File: config.mk
export PLATFORM = sky130hd
export DESIGN_NAME = variadic_int16_alu_flat
export DESIGN_NICKNAME = d
export VERILOG_FILES = /design/src/design/vialu_pkg.sv /design/src/design/vialu_in_if.sv /design/src/design/vialu_out_if.sv /design/src/design/vialu_serial.sv /design/src/design/variadic_int16_alu.sv /design/src/flat_wrapper.sv
export VERILOG_INCLUDE_DIRS = /design/src /design/src/design
export SDC_FILE = /design/constraint.sdc
export NUM_CORES = 1
export LEC_CHECK = 0
export BUFFER_PORTS_ARGS = -buffer_cell sky130_fd_sc_hd__buf_2
export CAP_MARGIN = 40
export CORE_UTILIZATION = 40
export DETAILED_ROUTE_END_ITERATION = 8
export GPL_TIMING_DRIVEN = 0
export PLACE_DENSITY = 0.55
export RECOVER_POWER = 50
export SYNTH_ARGS = -nofsm -noshare
export SYNTH_HDL_FRONTEND = slang
export SYNTH_SLANG_ARGS = --single-unit
File: constraint.sdc
create_clock -name clk -period 7.5 [get_ports clk]
set_input_delay 0.75 -clock clk [delete_from_list [all_inputs] [get_ports clk]]
set_output_delay 0.75 -clock clk [all_outputs]
set_load 0.005 [all_outputs]
File: src/design/assert_macros.svh
// assertion macros used by variadic_int16_alu
`ifndef ASSERT_MACROS_SVH
`define ASSERT_MACROS_SVH

`ifndef SYNTH
`define ASSERT_IMPLIES(label, clk, rst, ante, cons) \
  label: assert property (@(posedge clk) disable iff (rst) (ante) |-> (cons)) \
    else $error("%m: assertion failed");
`else
`define ASSERT_IMPLIES(label, clk, rst, ante, cons)
`endif

`ifndef SYNTH
`define ASSERT_NEXT(label, clk, rst, ante, cons) \
  label: assert property (@(posedge clk) disable iff (rst) (ante) |=> (cons)) \
    else $error("%m: assertion failed");
`else
`define ASSERT_NEXT(label, clk, rst, ante, cons)
`endif

`endif

File: src/design/vialu_pkg.sv
package vialu_pkg;

  localparam int OP_W = 5;

  typedef logic [OP_W-1:0] op_t;

  localparam op_t OP_ADD   = 5'd0;
  localparam op_t OP_SUB   = 5'd1;
  localparam op_t OP_MUL   = 5'd2;
  localparam op_t OP_DIV   = 5'd3;
  localparam op_t OP_MOD   = 5'd4;
  localparam op_t OP_SHIFT = 5'd5;
  localparam op_t OP_AND   = 5'd6;
  localparam op_t OP_OR    = 5'd7;
  localparam op_t OP_XOR   = 5'd8;
  localparam op_t OP_NOR   = 5'd9;
  localparam op_t OP_LAND  = 5'd10;
  localparam op_t OP_LOR   = 5'd11;
  localparam op_t OP_GT    = 5'd12;
  localparam op_t OP_GE    = 5'd13;
  localparam op_t OP_EQ    = 5'd14;
  localparam op_t OP_LE    = 5'd15;
  localparam op_t OP_LT    = 5'd16;

  typedef enum logic [1:0] {
    ERR_OK,
    ERR_COUNT,
    ERR_DIV_ZERO,
    ERR_UNKNOWN_OP
  } err_t;

  typedef enum logic [3:0] {
    K_ADD,
    K_SUB,
    K_MUL,
    K_AND,
    K_OR,
    K_XOR,
    K_NOR,
    K_DIV,
    K_MOD,
    K_SHIFT
  } eng_kind_t;

  typedef struct packed {
    logic      start;
    eng_kind_t kind;
  } eng_req_t;

endpackage

File: src/design/vialu_in_if.sv
interface vialu_in_if #(parameter int DATA_WIDTH = 16);
  import vialu_pkg::*;

  logic                         valid;
  logic                         ready;
  op_t                          op;
  logic signed [DATA_WIDTH-1:0] operand_value;
  logic                         last_operand;

  modport source (output valid, op, operand_value, last_operand, input ready);
  modport sink (input valid, op, operand_value, last_operand, output ready);
endinterface

File: src/design/vialu_out_if.sv
interface vialu_out_if #(parameter int DATA_WIDTH = 16);
  import vialu_pkg::*;

  logic                         valid;
  logic                         ready;
  logic signed [DATA_WIDTH-1:0] result_value;
  err_t                         error_code;

  modport source (output valid, result_value, error_code, input ready);
  modport sink (input valid, result_value, error_code, output ready);
endinterface

File: src/design/vialu_serial.sv
module vialu_serial #(
  parameter int DATA_WIDTH = 16
) (
  input  logic                     clk,
  input  logic                     rst,
  input  vialu_pkg::eng_req_t      req,
  input  logic [DATA_WIDTH-1:0]    a,
  input  logic [DATA_WIDTH-1:0]    b,
  output logic                     done,
  output logic [DATA_WIDTH-1:0]    value
);
  import vialu_pkg::*;

  localparam int W  = DATA_WIDTH;
  localparam int CW = $clog2(W + 1);
  localparam logic [W-1:0]  W_U      = W'(W);
  localparam logic [W:0]    W_M1_EXT = (W + 1)'(W - 1);
  localparam logic [CW-1:0] CNT_FULL = CW'(W);
  localparam logic [CW-1:0] CNT_RMAX = CW'(W - 1);
  localparam logic [CW-1:0] CNT_ONE  = CW'(1);

  typedef enum logic [1:0] {E_IDLE, E_RUN, E_FIX} estate_t;

  estate_t       state;
  eng_kind_t     kind;
  logic [W-1:0]  ra;
  logic [W-1:0]  rb;
  logic [W-1:0]  p;
  logic          carry;
  logic [CW-1:0] cnt;
  logic          shl;
  logic          neg_q;
  logic          neg_r;

  logic          ai;
  logic          bi;
  logic          sum;
  logic          cy;
  logic          bit_out;
  logic [W:0]    rem_shift;
  logic [W:0]    trial;
  logic [W-1:0]  mag_a;
  logic [W-1:0]  mag_b;
  logic          b_pos;
  logic [W:0]    negb;
  logic [CW-1:0] n_sh;

  // one bit per cycle for add, sub and bitwise ops
  always_comb begin
    ai  = ra[0];
    bi  = rb[0] ^ (kind == K_SUB);
    sum = ai ^ bi ^ carry;
    cy  = (ai & bi) | (ai & carry) | (bi & carry);
    unique case (kind)
      K_AND:   bit_out = ai & rb[0];
      K_OR:    bit_out = ai | rb[0];
      K_XOR:   bit_out = ai ^ rb[0];
      K_NOR:   bit_out = ~(ai | rb[0]);
      default: bit_out = sum;
    endcase
  end

  // restoring divide step, remainder lives in p
  assign rem_shift = {p, ra[W-1]};
  assign trial     = rem_shift - {1'b0, rb};

  assign mag_a = a[W-1] ? (~a + 1'b1) : a;
  assign mag_b = b[W-1] ? (~b + 1'b1) : b;

  // shift amount, clamped so the serial shifter never runs past the word
  always_comb begin
    b_pos = !b[W-1] && (|b);
    negb  = ~{b[W-1], b} + 1'b1;
    if (b_pos) begin
      n_sh = (b >= W_U) ? CNT_FULL : b[CW-1:0];
    end else begin
      n_sh = (negb >= W_M1_EXT) ? CNT_RMAX : negb[CW-1:0];
    end
  end

  always_ff @(posedge clk) begin
    if (rst) begin
      state <= E_IDLE;
      done  <= 1'b0;
    end else begin
      unique case (state)
        E_IDLE: begin
          done <= req.start && (req.kind == K_SHIFT) && (n_sh == '0);
          if (req.start) begin
            kind  <= req.kind;
            carry <= (req.kind == K_SUB);
            neg_q <= a[W-1] ^ b[W-1];
            neg_r <= a[W-1];
            shl   <= b_pos;
            unique case (req.kind)
              K_DIV, K_MOD: begin
                cnt   <= CNT_FULL;
                ra    <= mag_a;
                rb    <= mag_b;
                p     <= '0;
                state <= E_RUN;
              end
              K_SHIFT: begin
                cnt   <= n_sh;
                ra    <= a;
                rb    <= b;
                p     <= a;
                state <= (n_sh == '0) ? E_IDLE : E_RUN;
              end
              default: begin
                cnt   <= CNT_FULL;
                ra    <= a;
                rb    <= b;
                p     <= '0;
                state <= E_RUN;
              end
            endcase
          end
        end
        E_RUN: begin
          cnt  <= cnt - 1'b1;
          done <= (cnt == CNT_ONE) && (kind != K_DIV) && (kind != K_MOD);
          unique case (kind)
            K_MUL: begin
              if (rb[0]) begin
                p <= p + ra;
              end
              ra <= {ra[W-2:0], 1'b0};
              rb <= {1'b0, rb[W-1:1]};
            end
            K_DIV, K_MOD: begin
              if (!trial[W]) begin
                p  <= trial[W-1:0];
                ra <= {ra[W-2:0], 1'b1};
              end else begin
                p  <= rem_shift[W-1:0];
                ra <= {ra[W-2:0], 1'b0};
              end
            end
            K_SHIFT: begin
              p <= shl ? {p[W-2:0], 1'b0} : {p[W-1], p[W-1:1]};
            end
            default: begin
              p     <= {bit_out, p[W-1:1]};
              ra    <= {1'b0, ra[W-1:1]};
              rb    <= {1'b0, rb[W-1:1]};
              carry <= cy;
            end
          endcase
          if (cnt == CNT_ONE) begin
            if (kind == K_DIV || kind == K_MOD) begin
              state <= E_FIX;
            end else begin
              state <= E_IDLE;
            end
          end
        end
        E_FIX: begin
          if (kind == K_DIV) begin
            p <= neg_q ? (~ra + 1'b1) : ra;
          end else begin
            p <= neg_r ? (~p + 1'b1) : p;
          end
          state <= E_IDLE;
          done  <= 1'b1;
        end
        default: begin
          state <= E_IDLE;
          done  <= 1'b0;
        end
      endcase
    end
  end

  assign value = p;

endmodule

File: src/design/variadic_int16_alu.sv
// Folding expression ALU. Operands of one expression arrive one beat at a time on the operand
// channel; the op field of the first beat picks the operator, and the beat marked last_operand
// closes the run and yields one result beat (value plus error code) on the result channel.
// Add, sub, mul, the bitwise ops, land and lor fold over any number of operands; div, mod,
// shift and the compares need exactly two. Arithmetic runs through a bit-serial unit one bit
// per cycle, so its run time grows with DATA_WIDTH: the first beat of a run only loads the
// accumulator; each later add/sub/mul/and/or/xor/nor beat runs the serial unit over the word;
// a closing div or mod runs it over the word and then fixes the signs, a closing shift runs it
// for the clamped shift amount, and compares, land and lor skip the unit. A closing beat then
// loads the output register, which holds a result while the next run's beats are taken.
`include "assert_macros.svh"

module variadic_int16_alu #(
  parameter int DATA_WIDTH = 16
) (
  input logic         clk,
  input logic         rst,
  vialu_in_if.sink    operand,
  vialu_out_if.source result
);
  import vialu_pkg::*;

  localparam int W = DATA_WIDTH;

  typedef enum logic [1:0] {S_IDLE, S_FOLD, S_FIN, S_EMIT} state_t;

  state_t        state;
  logic [W-1:0]  acc;
  logic [1:0]    count;
  op_t           held;
  logic          run_active;
  logic          pend_last;
  logic [W-1:0]  pend_res;
  err_t          pend_err;
  logic          out_valid;
  logic [W-1:0]  out_res;
  err_t          out_err;

  logic          accept;
  logic          last;
  op_t           hop;
  logic [W-1:0]  x;
  logic          x_nz;
  logic          acc_nz;
  logic [1:0]    cnt_new;
  logic          is_unknown;
  logic          is_two;
  logic          is_fold_eng;
  logic          is_logic;
  logic [W-1:0]  acc_first;
  err_t          first_err;
  logic [W-1:0]  logic_new;
  err_t          two_err;
  logic          two_eng;
  logic          cmp_true;
  eng_kind_t     kind;
  eng_req_t      eng_req;
  logic          eng_done;
  logic [W-1:0]  eng_result;

  assign accept = operand.valid && operand.ready;
  assign last   = operand.last_operand;
  assign x      = operand.operand_value;

  always_comb begin
    hop         = run_active ? held : operand.op;
    x_nz        = |x;
    acc_nz      = |acc;
    cnt_new     = !run_active ? 2'd1 : ((count == 2'd3) ? 2'd3 : count + 2'd1);
    is_unknown  = hop > OP_LT;
    is_two      = hop == OP_DIV || hop == OP_MOD || hop == OP_SHIFT || hop >= OP_GT;
    is_logic    = hop == OP_LAND || hop == OP_LOR;
    is_fold_eng = !is_two && !is_logic;
    acc_first   = is_logic ? W'(x_nz) : x;

    if (is_unknown) begin
      first_err = ERR_UNKNOWN_OP;
    end else if (is_two) begin
      first_err = ERR_COUNT;
    end else begin
      first_err = ERR_OK;
    end

    logic_new = (hop == OP_LAND) ? W'(acc_nz && x_nz) : W'(acc_nz || x_nz);

    priority if (is_unknown) begin
      two_err = ERR_UNKNOWN_OP;
    end else if (cnt_new != 2'd2) begin
      two_err = ERR_COUNT;
    end else if ((hop == OP_DIV || hop == OP_MOD) && !x_nz) begin
      two_err = ERR_DIV_ZERO;
    end else begin
      two_err = ERR_OK;
    end
    two_eng = (two_err == ERR_OK) && (hop == OP_DIV || hop == OP_MOD || hop == OP_SHIFT);

    unique case (hop)
      OP_GT:   cmp_true = $signed(acc) >  $signed(x);
      OP_GE:   cmp_true = $signed(acc) >= $signed(x);
      OP_EQ:   cmp_true = acc == x;
      OP_LE:   cmp_true = $signed(acc) <= $signed(x);
      OP_LT:   cmp_true = $signed(acc) <  $signed(x);
      default: cmp_true = 1'b0;
    endcase

    unique case (hop)
      OP_SUB:   kind = K_SUB;
      OP_MUL:   kind = K_MUL;
      OP_AND:   kind = K_AND;
      OP_OR:    kind = K_OR;
      OP_XOR:   kind = K_XOR;
      OP_NOR:   kind = K_NOR;
      OP_DIV:   kind = K_DIV;
      OP_MOD:   kind = K_MOD;
      OP_SHIFT: kind = K_SHIFT;
      default:  kind = K_ADD;
    endcase

    eng_req.start = accept && run_active && (is_fold_eng || (last && two_eng));
    eng_req.kind  = kind;
  end

  vialu_serial #(
    .DATA_WIDTH(DATA_WIDTH)
  ) u_serial (
    .clk  (clk),
    .rst  (rst),
    .req  (eng_req),
    .a    (acc),
    .b    (x),
    .done (eng_done),
    .value(eng_result)
  );

  always_ff @(posedge clk) begin
    if (rst) begin
      state      <= S_IDLE;
      acc        <= '0;
      count      <= '0;
      held       <= OP_ADD;
      run_active <= 1'b0;
      pend_last  <= 1'b0;
      out_valid  <= 1'b0;
    end else begin
      if (out_valid && result.ready && (state != S_EMIT)) begin
        out_valid <= 1'b0;
      end
      unique case (state)
        S_IDLE: begin
          if (accept) begin
            if (!run_active) begin
              held       <= operand.op;
              count      <= 2'd1;
              run_active <= 1'b1;
              acc        <= acc_first;
              if (last) begin
                pend_err <= first_err;
                pend_res <= (first_err == ERR_OK) ? acc_first : '0;
                state    <= S_EMIT;
              end
            end else begin
              count     <= cnt_new;
              pend_last <= last;
              if (is_fold_eng) begin
                state <= S_FOLD;
              end else if (is_logic) begin
                acc <= logic_new;
                if (last) begin
                  pend_res <= logic_new;
                  pend_err <= ERR_OK;
                  state    <= S_EMIT;
                end
              end else if (last) begin
                if (two_eng) begin
                  state <= S_FIN;
                end else begin
                  pend_err <= two_err;
                  pend_res <= (two_err == ERR_OK) ? W'(cmp_true) : '0;
                  state    <= S_EMIT;
                end
              end
            end
          end
        end
        S_FOLD: begin
          if (eng_done) begin
            acc <= eng_result;
            if (pend_last) begin
              pend_res <= eng_result;
              pend_err <= ERR_OK;
              state    <= S_EMIT;
            end else begin
              state <= S_IDLE;
            end
          end
        end
        S_FIN: begin
          if (eng_done) begin
            pend_res <= eng_result;
            pend_err <= ERR_OK;
            state    <= S_EMIT;
          end
        end
        S_EMIT: begin
          if (!out_valid || result.ready) begin
            out_valid  <= 1'b1;
            out_res    <= pend_res;
            out_err    <= pend_err;
            acc        <= '0;
            count      <= '0;
            held       <= OP_ADD;
            run_active <= 1'b0;
            state      <= S_IDLE;
          end
        end
        default: state <= S_IDLE;
      endcase
    end
  end

  assign operand.ready       = (state == S_IDLE);
  assign result.valid        = out_valid;
  assign result.result_value = out_res;
  assign result.error_code   = out_err;

  `ASSERT_IMPLIES(a_err_zero, clk, rst, result.valid && (result.error_code != ERR_OK), result.result_value == '0)
  `ASSERT_NEXT(a_start_stalls, clk, rst, eng_req.start, !operand.ready)
  `ASSERT_NEXT(a_emit_closes, clk, rst, (state == S_EMIT) && (!out_valid || result.ready), result.valid && !run_active && (count == 2'd0))
  `ASSERT_IMPLIES(a_done_busy, clk, rst, eng_done, (state == S_FOLD) || (state == S_FIN))

endmodule

File: src/flat_wrapper.sv
// flat-port wrapper written by rule: the top's interface ports become plain ports
module variadic_int16_alu_flat import vialu_pkg::*;
#(
  parameter int DATA_WIDTH = 16
)
  (clk, rst, operand_valid, operand_op, operand_operand_value, operand_last_operand, operand_ready, result_valid, result_result_value, result_error_code, result_ready);
  vialu_in_if #(.DATA_WIDTH(DATA_WIDTH)) operand_i ();
  vialu_out_if #(.DATA_WIDTH(DATA_WIDTH)) result_i ();
  input logic clk;
  input logic rst;
  input wire logic [$bits(operand_i.valid)-1:0] operand_valid;
  input wire logic [$bits(operand_i.op)-1:0] operand_op;
  input wire logic [$bits(operand_i.operand_value)-1:0] operand_operand_value;
  input wire logic [$bits(operand_i.last_operand)-1:0] operand_last_operand;
  output wire logic [$bits(operand_i.ready)-1:0] operand_ready;
  output wire logic [$bits(result_i.valid)-1:0] result_valid;
  output wire logic [$bits(result_i.result_value)-1:0] result_result_value;
  output wire logic [$bits(result_i.error_code)-1:0] result_error_code;
  input wire logic [$bits(result_i.ready)-1:0] result_ready;
  assign operand_i.valid = operand_valid;
  assign operand_i.op = operand_op;
  assign operand_i.operand_value = operand_operand_value;
  assign operand_i.last_operand = operand_last_operand;
  assign operand_ready = operand_i.ready;
  assign result_valid = result_i.valid;
  assign result_result_value = result_i.result_value;
  assign result_error_code = result_i.error_code;
  assign result_i.ready = result_ready;
  variadic_int16_alu #(.DATA_WIDTH(DATA_WIDTH)) u_core (.clk(clk), .rst(rst), .operand(operand_i), .result(result_i));
endmodule
-- Yosys cells after proc, flatten, opt, wreduce, memory -nomap -nowiden
Memory sizes are Yosys's and may differ from the RTL's.
Index checks and enable logic that the tools add are counted.
- memories kept: 1
- logic and storage cells: 278
- memory bits (read-only): 64
- output and inout bits: 20
- input bits: 26
- bits in registers: 128
- memories (memory ; words ; width ; read ports ; clocked after memory_dff ; wr ports ; RTL line ; RTL):
    (no name shown) ; 16 ; 4 ; 1 ; 0 ; 0 ; variadic_int16_alu.sv:106 ; unique case (hop)
- reductions and logical operators: 58
- bitwise gates (word level): 19
- mux-type cells: 106
- equality and inequality tests: 54
- $lt $le $gt $ge: 8
- add/subtract/negate cells: 9
- operator list (operator ; number):
    $mux 16 ; 33
    $pmux 16 s3 ; 5
    $add 16x1->16 const B ; 4
    $mux 2 ; 32
    $not 16->16 ; 4
    $pmux 16 s2 ; 2
    $mux 5 ; 8
    $reduce_or 16->1 ; 2
    $eq 5x4->1 const B ; 6
    $ne 3x3->1 const B ; 7
    $eq 4x3->1 const B ; 5
    $ne 2x2->1 const B ; 10
    $pmux 5 s2 ; 2
    $add 17x1->17 const B ; 1
    $ge 17x4->1 const B ; 1
    $not 17->17 ; 1
    $sub 17x16->17 ; 1
    $add 16x16->16 ; 1
    $eq 16x16->1 ; 1
    $eq 4x4->1 const B ; 4
    $ge 16x16->1 ; 1
    $ge 16x5->1 const B ; 1
    $gt 16x16->1 ; 1
    $le 16x16->1 ; 1
    other kinds (46) ; 120

-- Logic depth before layout (Yosys ltp)
- depth after elaboration: 16
- depth in mapped cells: 14
- mapped depth without buffers: 12

-- Modules after synthesis
A second synthesis with hierarchy kept.
- cells, all modules: 1238
- area total of the unflattened synthesis: 10670.2 um2
- by module, submodules not included (module ; area an instance (um2) ; instances ; seq. area each (um2) ; cells each):
    vialu_serial ; 7119.3 ; 1 ; 1891.8 ; 883
    variadic_int16_alu ; 3550.9 ; 1 ; 1641.6 ; 355

-- Worst setup path after synthesis
Ideal clock, no wire load.
- path type: input -> register
- start point: in operand_operand_value[1]
- end point: reg u_core.pend_err[0], enable pin
- arrival time: 5.256 ns
- data required time: 7.007 ns
- cell stages on the path: 9
- library setup time: 0.493 ns
- buffers on the path: 1
- setup slack: 1.751 ns
- cells stage by stage: inv_1 ha_1 clkbuf_1 nor4b_2 a211oi_1 o21ai_1 nor2b_1 o211ai_1 a2111oi_0
- word-level cells in the longest chain between the ends: 10
- RTL lines (what ; RTL line ; RTL):
    from (decl) ; flat_wrapper.sv:13 ; input wire logic [$bits(operand_i.operand_value)-1:0] operand_operand_value;
    $reduce_or 16->1 ; variadic_int16_alu.sv:67 ; x_nz = |x;
    $logic_not 1->1 ; variadic_int16_alu.sv:90 ; end else if ((hop == OP_DIV || hop == OP_MOD) && !x_nz) begin
    $logic_and 1x1->1 ; variadic_int16_alu.sv:90 ;
    $mux 2 ; variadic_int16_alu.sv:90 ;
    $mux 2 ; variadic_int16_alu.sv:88 ; end else if (cnt_new != 2'd2) begin
    $mux 2 ; variadic_int16_alu.sv:86 ; priority if (is_unknown) begin
    $logic_not 2->1 ; variadic_int16_alu.sv:95 ; two_eng = (two_err == ERR_OK) && (hop == OP_DIV || hop == OP_MOD || hop == OP_SHIFT);
    $logic_and 1x1->1 ; variadic_int16_alu.sv:95 ;
    $ne 4x4->1 (no source line) ; -- ;
    $reduce_and 10->1 (no source line) ; -- ;
    to (signal assigned) ; variadic_int16_alu.sv:157 ; pend_err <= first_err;
    to (signal assigned) ; variadic_int16_alu.sv:177 ; pend_err <= two_err;
    to (decl) ; variadic_int16_alu.sv:34 ; err_t pend_err;
Every way passes these cells.
A chain may end at the register's enable or synchronous reset.

-- Final worst setup path
- start point: in operand_operand_value[1]
- end point: reg u_core.pend_res[14], enable pin
- word-level cells in the longest chain between the ends: 10
- RTL lines (what ; RTL line ; RTL):
    $reduce_or 16->1 ; variadic_int16_alu.sv:67 ;
    $logic_not 1->1 ; variadic_int16_alu.sv:90 ;
    $logic_and 1x1->1 ; variadic_int16_alu.sv:90 ;
    $mux 2 ; variadic_int16_alu.sv:90 ;
    $mux 2 ; variadic_int16_alu.sv:88 ;
    $mux 2 ; variadic_int16_alu.sv:86 ;
    $logic_not 2->1 ; variadic_int16_alu.sv:95 ;
    $logic_and 1x1->1 ; variadic_int16_alu.sv:95 ;
    $ne 4x4->1 (no source line) ; -- ;
    $reduce_and 10->1 (no source line) ; -- ;
    to (signal assigned) ; variadic_int16_alu.sv:158 ; pend_res <= (first_err == ERR_OK) ? acc_first : '0;
    to (signal assigned) ; variadic_int16_alu.sv:169 ; pend_res <= logic_new;
    to (signal assigned) ; variadic_int16_alu.sv:178 ; pend_res <= (two_err == ERR_OK) ? W'(cmp_true) : '0;
    to (decl) ; variadic_int16_alu.sv:33 ; logic [W-1:0] pend_res;
Every way passes these cells.

==> flow_summary.yaml <==
die:
  core_um2: 26200
  rows: 59
  die_h_um: 166
  die_x_um: 166
  initial_core_util_pct: 41.0
  ios: 46
  dieArea_um2: 27500
detailed_routing:
  ant_nets: 0
  wl_per_cell_um: 22.2
  drc: 2
  drt-vias-per-instance: 6.07
  drt-total-wl_um: 36100
  drtIter0Drc: 1062
  via_count: 9862
  dr.pass1.iters: 7
timing:
  rsz0062_at_grt: "no"
  max_freq_mhz: 195
  worst_slew_margin_rel_pct: -14.0
  clock_skew_ps: 11.1
  finalSetupViolations: 0
  fin_crit_sh_pct: 68.3
  slew_viol_final: 9
  min_period_ps: 5120
  hold_violations: 0
  tightest_slew_ps: 1690
clock_tree:
  clock_tree.root_cell: "clkbuf_16"
  cts-htree-levels: 4
  cts_resized: 0
  clk_pin_slew_ps: 70
  postCtsSetupBuffers: 0
  cts_hold_buffers: 0
  cts_buffers: 17
  clock_path_buffers: 2
  cts.sinks: 128
  cts_tree: "done"
  clock_latency_ps: 430
job:
  timing.max_cap.violations: 1
placed_design:
  dp_cells: 1594
  port_buffers: 43
  gp_congestion: 0.965
  place_area_um2: 11500
  place_hpwl_um: 28400
cells_and_area:
  area_delta_synth_final_pct: 11.2
  final_nets: 1377
  diodes: 0
  final_area_um2: 11900
  instances_no_fill: 1626
  drive_gt1_share_pct: 9.60
synthesis:
  ys_types: 90
  ys_top_cells_by_count: "100 x nand2_1, 97 x edfxtp_1, 87 x nor2_1, 81 x a21oi_1, 78 x o21ai_0"
  synth_top_area_share_pct: 27.1
  yosysTopAreaCell: "edfxtp_1"
  synth_nets: 1306
  avgSynthCellArea_um2: 8.89
  synth_seq_cells: 128
  syn-cell-area_um2: 10700
  synth_ff_type: "edfxtp_1"
  syn_inst: 1207
  yosysWarnings: 0
  synth_area_leaders: "edfxtp_1 27%, ha_1 8.2%, dfxtp_1 5.8%, xnor2_1 4.0%, a21oi_1 3.8%"
  synth-edff-count: 97
  yosys.cell_count.top_type: "nand2_1"
  ys_seq_area_share_pct: 32.9
  async_reset_ff_share_pct: 0
setup_path:
  critPathKind: "in2reg"
  regToRegEndpoint: "u_core.u_serial.ra[13]$_DFFE_PP_"
  endpoint_kind: "flop"
  worstPathArrival_ps: 5260
  rr_worst_depth: 13
  cp.required_ps: 7640
  setup.worst_path.start_class: "input pin"
  crit_path_max_fanout: 8
  r2r-start: "u_core.run_active$_SDFFE_PP0P_"
  r2r_slack_ps: 2810
run_status:
  status: "complete, but fails checks"
  violations: "design-rule violations, max-capacitance violations, max-slew violations"
global_route:
  grt_util_all_layers_pct: 26.3
  grt_pass1_vias: 9445
  grt_max_degree: 17
  grt_overflow: 0
  grt_first_pass_wirelength_um: 55300
  antenna_found_initial: 1
hold_path:
  hold_path_depth: 0
  hp-class: "reg2reg"
  min_to: "u_core.result.result_value[15]$_DFFE_PP_"
  min-delay-start: "u_core.pend_res[15]$_DFFE_PP_"
pwr:
  p_per_area_nw_per_um2: 264
  p_leak_uw: 0.00447
  peakVddDrop_mv: 0.228
==> critical path, stage by stage <==
cell and delay (ps):
clkbuf_1 180, inv_1 180, ha_1 160, clkbuf_1 290
nor4b_1 1370, a211oi_1 170, o21ai_0 510, nor2b_1 190
o211ai_1 100, a2111oi_2 760, buf_2 330, buf_2 240
==> worst max-delay path by stage <==
stage	end	startpoint	cells after the start
global placement	u_core.pend_res[12]$_DFFE_PP_	operand_operand_value[0]	10
global route	u_core.pend_res[12]$_DFFE_PP_	operand_operand_value[1]	12
finish	u_core.pend_res[14]$_DFFE_PP_	operand_operand_value[1]	12
CTS	u_core.u_serial.ra[13]$_DFFE_PP_	u_core.run_active$_SDFFE_PP0P_	13
floorplan	u_core.pend_err[0]$_SDFFCE_PP0P_	operand_operand_value[1]	9
detailed placement	u_core.pend_res[13]$_DFFE_PP_	operand_operand_value[0]	12
==> cell type report <==
type | instances | area [um^2]
Tap cell | 335 | 419
Buffer | 76 | 302
Sequential cell | 128 | 3530
Inverter | 64 | 240
Clock inverter | 15 | 166
Timing Repair Buffer | 52 | 274
Clock buffer | 17 | 425
Fill cell | 2619 | 14300
Multi-Input combinational cell | 939 | 6580
==> report_power, final <==
part	switching, uW	internal (uW)
clock network	390	474
logic	796	460
registers	111	923
==> metal layers <==
layer / part of all wire, % / track usage (%)
met5: 0 / 0
met4: 3.1 / 9.75
met3: 5.7 / 3.91
met2: 46 / 42.5
met1: 46 / 35.7
==> through the flow <==
stage | setup TNS (ps) | power, uW | hold WS, ps | utilization, % | worst slack [ps]
6_report | 0 | 3150 | 421 | 45.6 | 2380
5_1_grt | 0 | 3320 | 419 | 45.6 | 1980
4_1_cts | 0 | 3200 | 417 | 46.0 | 3180
3_5_place_dp | 0 | 2340 | 405 | 43.7 | 2750
3_3_place_gp | -7720 | 2310 | 402 | 43.4 | -431
2_1_floorplan | 0 | 1950 | 400 | - | 1750
==> sequential cells by signal, indices dropped and copies added, names as in the netlist, 2 cells and up <==
signal and flops:
u_core.result.error_code 2, u_core.state 2, u_core.pend_err 2, u_core.held 5, u_core.u_serial.ra 16, u_core.result.result_value 16, u_core.u_serial.state 2, u_core.u_serial.value 16
u_core.u_serial.rb 16, u_core.u_serial.kind 4, u_core.pend_res 16, u_core.u_serial.cnt 5, u_core.acc 16, u_core.count 2
==> cell families after synthesis <==
family	synth area share [%]
compound gates	24.0
simple gates	16.8
buf+inv	5.43
flops	32.9
xor+xnor	7.02
fa+ha+maj	8.72
mux	5.13
==> layout by cell type, fill, tap and decap left out, types with 8 or more instances in the layout <==
cell       synthesis  final
nand2_1          100    100
edfxtp_1          97     97
nor2_1            87     87
a21oi_1           81     82
o21ai_0           78     80
clkbuf_1          56     78
ha_1              70     70
inv_1             63     63
xnor2_1           49     49
mux2i_1           38     39
buf_2              5     39
xor2_1            37     37
nand3_1           34     34
nor3_1            33     33
dfxtp_1           31     31
a22oi_1           30     30
a211oi_1          13     17
clkbuf_16          0     17
a22o_1            16     16
o211ai_1          15     15
nand2b_1          13     13
a21o_1            12     12
and3_1            12     12
nor4_1            11     11
a211oi_2          15     11
or4_1              9     10
nor2b_1           10      9
a31oi_1            9      9
mux2_2             8      8
nand4_1            8      8
o311ai_0           5      8
o22ai_1            8      8
(Power assumes the default switching activity.)
